File: config.mk
export PLATFORM = sky130hd
export DESIGN_NAME = pdvd_ctrl
export DESIGN_NICKNAME = d
export VERILOG_FILES = /design/src/pdvd_pkg.sv /design/src/pdvd_ctrl.sv
export VERILOG_INCLUDE_DIRS = /design/src /design/src/src
export SDC_FILE = /design/constraint.sdc
export NUM_CORES = 1
export LEC_CHECK = 0
export BUFFER_PORTS_ARGS = -buffer_cell sky130_fd_sc_hd__buf_2
export CAP_MARGIN = 20
export CORE_AREA = 2 2 39 41
export DETAILED_ROUTE_END_ITERATION = 12
export DIE_AREA = 0 0 41 43
export PLACE_DENSITY = 0.47
export SETUP_SLACK_MARGIN = 0.2
export SLEW_MARGIN = 40
export SYNTH_ARGS = -nofsm -noshare
export SYNTH_HDL_FRONTEND = slang
export SYNTH_SLANG_ARGS = --single-unit
File: constraint.sdc
create_clock -name clk -period 1.3 [get_ports clk]
set_clock_uncertainty 0.05 [all_clocks]
set_input_delay 0.13 -clock clk [delete_from_list [all_inputs] [get_ports clk]]
set_output_delay 0.13 -clock clk [all_outputs]
set_load 0.02 [all_outputs]
File: src/point_decimate_voxel_dedup_assert.svh
// assertion macros for the point decimation block
`ifndef POINT_DECIMATE_VOXEL_DEDUP_ASSERT_SVH
`define POINT_DECIMATE_VOXEL_DEDUP_ASSERT_SVH
`ifndef ASSERT_OFF
`define PDV_ASSERT(label, clk, rst, prop) \
  label: assert property (@(posedge clk) disable iff (rst) prop) else $error("assertion failed");
`define PDV_ASSERT_ALWAYS(label, clk, prop) \
  label: assert property (@(posedge clk) prop) else $error("assertion failed");
`else
`define PDV_ASSERT(label, clk, rst, prop)
`define PDV_ASSERT_ALWAYS(label, clk, prop)
`endif
`endif

File: src/pdvd_pkg.sv
// ----------------------------------------------------------------------------
// pdvd_pkg
// shared types, constants and register indexes for the point decimation block
// ----------------------------------------------------------------------------
package pdvd_pkg;

  localparam int TableDepthDef = 4096;
  localparam int MaxProbesDef  = 8;
  localparam int KeyBitsDef    = 20;
  localparam logic [7:0] DefaultIntensity = 8'd90;
  localparam logic [63:0] HashMult = 64'h9E3779B97F4A7C15;

  localparam logic [2:0] RegDecimation = 3'd0;
  localparam logic [2:0] RegVoxelScale = 3'd1;
  localparam logic [2:0] RegRotX       = 3'd2;
  localparam logic [2:0] RegRotY       = 3'd3;
  localparam logic [2:0] RegRotZ       = 3'd4;
  localparam logic [2:0] RegTransXy    = 3'd5;
  localparam logic [2:0] RegTransZ     = 3'd6;
  localparam logic [2:0] RegIntensity  = 3'd7;

  typedef enum logic [3:0] {
    ST_CLEAR, ST_IDLE, ST_MUL, ST_SUM, ST_KEY, ST_HASH, ST_HOME,
    ST_RD, ST_CMP, ST_OUT
  } state_t;

  typedef struct packed {
    logic clr_step;
    logic load;
    logic mul;
    logic sum;
    logic key;
    logic hash;
    logic home;
    logic rd;
    logic cmp;
    logic emit;
  } cmd_t;

  typedef struct packed {
    logic clr_done;
    logic go_table;
    logic probe_done;
  } stat_t;

endpackage

File: src/pdvd_ctrl.sv
// ----------------------------------------------------------------------------
// pdvd_ctrl
// sequencer: table clear, transform steps, probe loop, output hand-off
// ----------------------------------------------------------------------------
`include "point_decimate_voxel_dedup_assert.svh"
module pdvd_ctrl (
  input  logic            clk,
  input  logic            rst,
  input  logic            in_valid,
  input  logic            out_busy,
  input  pdvd_pkg::stat_t stat,
  output pdvd_pkg::cmd_t  cmd,
  output logic            in_ready
);
  import pdvd_pkg::*;

  state_t state, state_next;

  always_ff @(posedge clk) begin
    if (rst) state <= ST_CLEAR;
    else     state <= state_next;
  end

  always_comb begin
    state_next = state;
    case (state)
      ST_CLEAR: if (stat.clr_done) state_next = ST_IDLE;
      ST_IDLE:  if (in_valid) state_next = ST_MUL;
      ST_MUL:   state_next = ST_SUM;
      ST_SUM:   state_next = ST_KEY;
      ST_KEY:   state_next = stat.go_table ? ST_HASH : ST_OUT;
      ST_HASH:  state_next = ST_HOME;
      ST_HOME:  state_next = ST_RD;
      ST_RD:    state_next = ST_CMP;
      ST_CMP:   state_next = stat.probe_done ? ST_OUT : ST_RD;
      ST_OUT:   if (!out_busy) state_next = ST_IDLE;
      default:  state_next = ST_CLEAR;
    endcase
  end

  always_comb begin
    cmd = '0;
    in_ready = 1'b0;
    case (state)
      ST_CLEAR: cmd.clr_step = 1'b1;
      ST_IDLE: begin
        in_ready = 1'b1;
        cmd.load = in_valid;
      end
      ST_MUL:  cmd.mul = 1'b1;
      ST_SUM:  cmd.sum = 1'b1;
      ST_KEY:  cmd.key = 1'b1;
      ST_HASH: cmd.hash = 1'b1;
      ST_HOME: cmd.home = 1'b1;
      ST_RD:   cmd.rd = 1'b1;
      ST_CMP:  cmd.cmp = 1'b1;
      ST_OUT:  cmd.emit = !out_busy;
      default: cmd = '0;
    endcase
  end

  `PDV_ASSERT(a_ready_idle, clk, rst, in_ready |-> state == ST_IDLE)
  `PDV_ASSERT(a_load_next, clk, rst, cmd.load |=> state == ST_MUL)
  `PDV_ASSERT(a_cmp_from_rd, clk, rst, state == ST_CMP |-> $past(state) == ST_RD)
endmodule

==> impl_metrics.tcl <==
set metrics [dict create \
    grt_max_degree 8 \
    route.vias.total 436 \
    n_antenna_cell 0 \
    critPathBufInv 2 \
    ys_types 27 \
    syn_avg_cell_area_um2 6.92 \
    cpMaxStageDelayCell "dfxtp_2" \
    crit_family "simple AND/OR/NAND/NOR gates" \
    start_kind "register" \
    place_inst 85 \
    seq_area_frac_synth 0.246 \
    fmax_mhz 715 \
    die_h_um 43 \
    ys.flop_type "dfxtp_1" \
    layout_common_cells "12 x buf_4, 9 x buf_6, 7 x buf_2, 4 x nor3_2" \
    grt_remaining_overflow 0 \
    core_area_um2 1380 \
    grt_first_pass_wirelength_mm 1.41 \
    hold_violations 0 \
    cts_tree "yes" \
    cp_max_fo 4 \
    port_buffers 17 \
    wirelength_mm 1.09 \
    regToRegStartpoint "state[2]" \
    worstSetupPathType "reg2out" \
    cts.path.max_buffers 2 \
    synth_async_sr_flop_share 0 \
    path_cells "buf_4, or2b_1, nor3_2, buf_4" \
    outcome "complete, but fails checks" \
    synth_area_leader_cell "dfxtp_1" \
    synth.area.top_cells "dfxtp_1 25%, nor3_1 12%, nor2_1 8.1%" \
    cts-htree-levels 1 \
    post-route-period-util 1.08 \
    synth_fp_nets 54 \
    pin_count 18 \
    largest_reg_flops 4 \
    cts_root_buffer "clkbuf_4" \
    antenna_found_initial 0 \
    rr_endpoint "state[2]" \
    tightest_slew_ns 0.295 \
    ys_warn_count 0 \
    fin_nets 83 \
    worstHoldEndpoint "state[0]" \
    worst_slack_ns -0.0986 \
    synthToLayoutAreaGrowth_pct 107 \
    clkTransAtPathRegs_ns 0.03 \
    fin_cells 90 \
    power_density_nw_per_um2 974 \
    postSynthCellCount 47 \
    cts_hold_buffers 0 \
    worstPathRequired_ns 1.12 \
    dp_hpwl_um 765 \
    drv_cap 0 \
    die_x_um 41 \
    regMostFlops "state" \
    crit_arrival_ns 1.22 \
    power_uw 654 \
    leakage_uw 0.000278 \
    timing.hold.ws_ns 0.0795 \
    max_slew_margin 0.802 \
    die_area_um2 1760 \
    post-route-drc-count 0 \
    first_pass_iters 1 \
    cts.sinks 4 \
    fin_util 0.486 \
    gp_congestion 0.759 \
    vdd_drop_max_uv 607 \
    r2r_slack_ns -0.1 \
    start_util 0.235 \
    ys_ff_latch 4 \
    design_area_um2 672 \
    worst_setup_path_end_kind "output pin" \
    rsz0062_at_grt "yes" \
    violations "negative setup slack" \
    min_path_type "in2reg" \
    hold_start "rst" \
    row_count 14 \
    routed_via_density 4.84 \
    final_layout_size_suffix_gt1_frac 0.689 \
    period_minus_slack_ns 1.40 \
    synth_area_um2 325 \
    slowest_delay_ns 0.34 \
    reg_top3 "state x4" \
    grt.total_usage 0.124 \
    drt-wirelength-per-cell_um 12.1 \
    rr_worst_depth 4 \
    finalSetupViolCount 8 \
    grt_pass1_vias 348 \
    post_dp_cell_area_um2 500 \
    antenna_left 0 \
    synth_edf_count 0 \
    drtIter0Drc 0 \
    cpMostUsedCell "buf_4" \
    slew_viol_final 0 \
    final_common_cell "buf_4" \
    yosys.area.top_type_share 0.246 \
    whs_path_depth 2 \
    clk_latency_ns 0.24 \
    cts_buffers 3 \
]
==> layer usage <==
metal	up-vias	track usage	part of all wire
met5	-	0	0
met4	0	0.0800	0.014
met3	2	0.0314	0.054
met2	14	0.203	0.55
met1	200	0.129	0.38
li1	220	-	-
==> through the flow <==
step                      setup TNS [ns]  setup WS, ns
after CTS                         -0.552        -0.109
after global routing               -1.25        -0.166
after floorplan                  -0.0240       -0.0172
after global placement                 0        0.0393
after detailed placement               0        0.0316
final                             -0.502       -0.0986
==> logic make-up after synthesis <==
logic type	synth area share
flip-flops	0.246
multiplexers	0.0654
AND/OR/NAND/NOR	0.454
buffers and inverters	0.0653
XOR/XNOR	0.0269
AO/OA/AOI/OAI	0.142
==> synth_stat cells, drive strengths merged (2+ instances only) <==
master and count:
a21oi 2, buf 2, clkbuf 2, dfxtp 4, nand2 2, nand2b 3
nor2 7, nor3 8, o21ai 2
==> cell type report <==
class / instances / area (um2)
clock buffers: 3 / 22.5
fillers: 143 / 712
inverters: 1 / 3.75
multi-input cells: 38 / 309
flip-flops and latches: 4 / 90.1
well taps: 16 / 20.0
repair buffers: 28 / 226
==> power breakdown <==
group | leakage (uW) | switching [uW] | internal [uW]
Clock | 0.0000138 | 49.7 | 103
Sequential | 0.0000350 | 22.2 | 138
Combinational | 0.000230 | 166 | 176
==> worst max-delay path by stage <==
stage	startpoint	endpoint	slack, ns	depth (start not counted)
finish	state[2]	cmd[5]	-0.1	4
CTS	state[2]	cmd[5]	-0.11	4
detailed placement	state[2]	state[2]	0.03	3
global route	state[2]	cmd[5]	-0.17	4
global placement	state[2]	state[2]	0.04	3
floorplan	state[2]	state[2]	-0.02	4
==> what timing repair did <==
action,4_1_cts,5_1_grt
pin swaps,1,4
gates resized for setup,17,22
endpoints found under the setup margin,15,15
setup buffers,0,2
No activity file was read; power rests on OpenSTA's default activity.
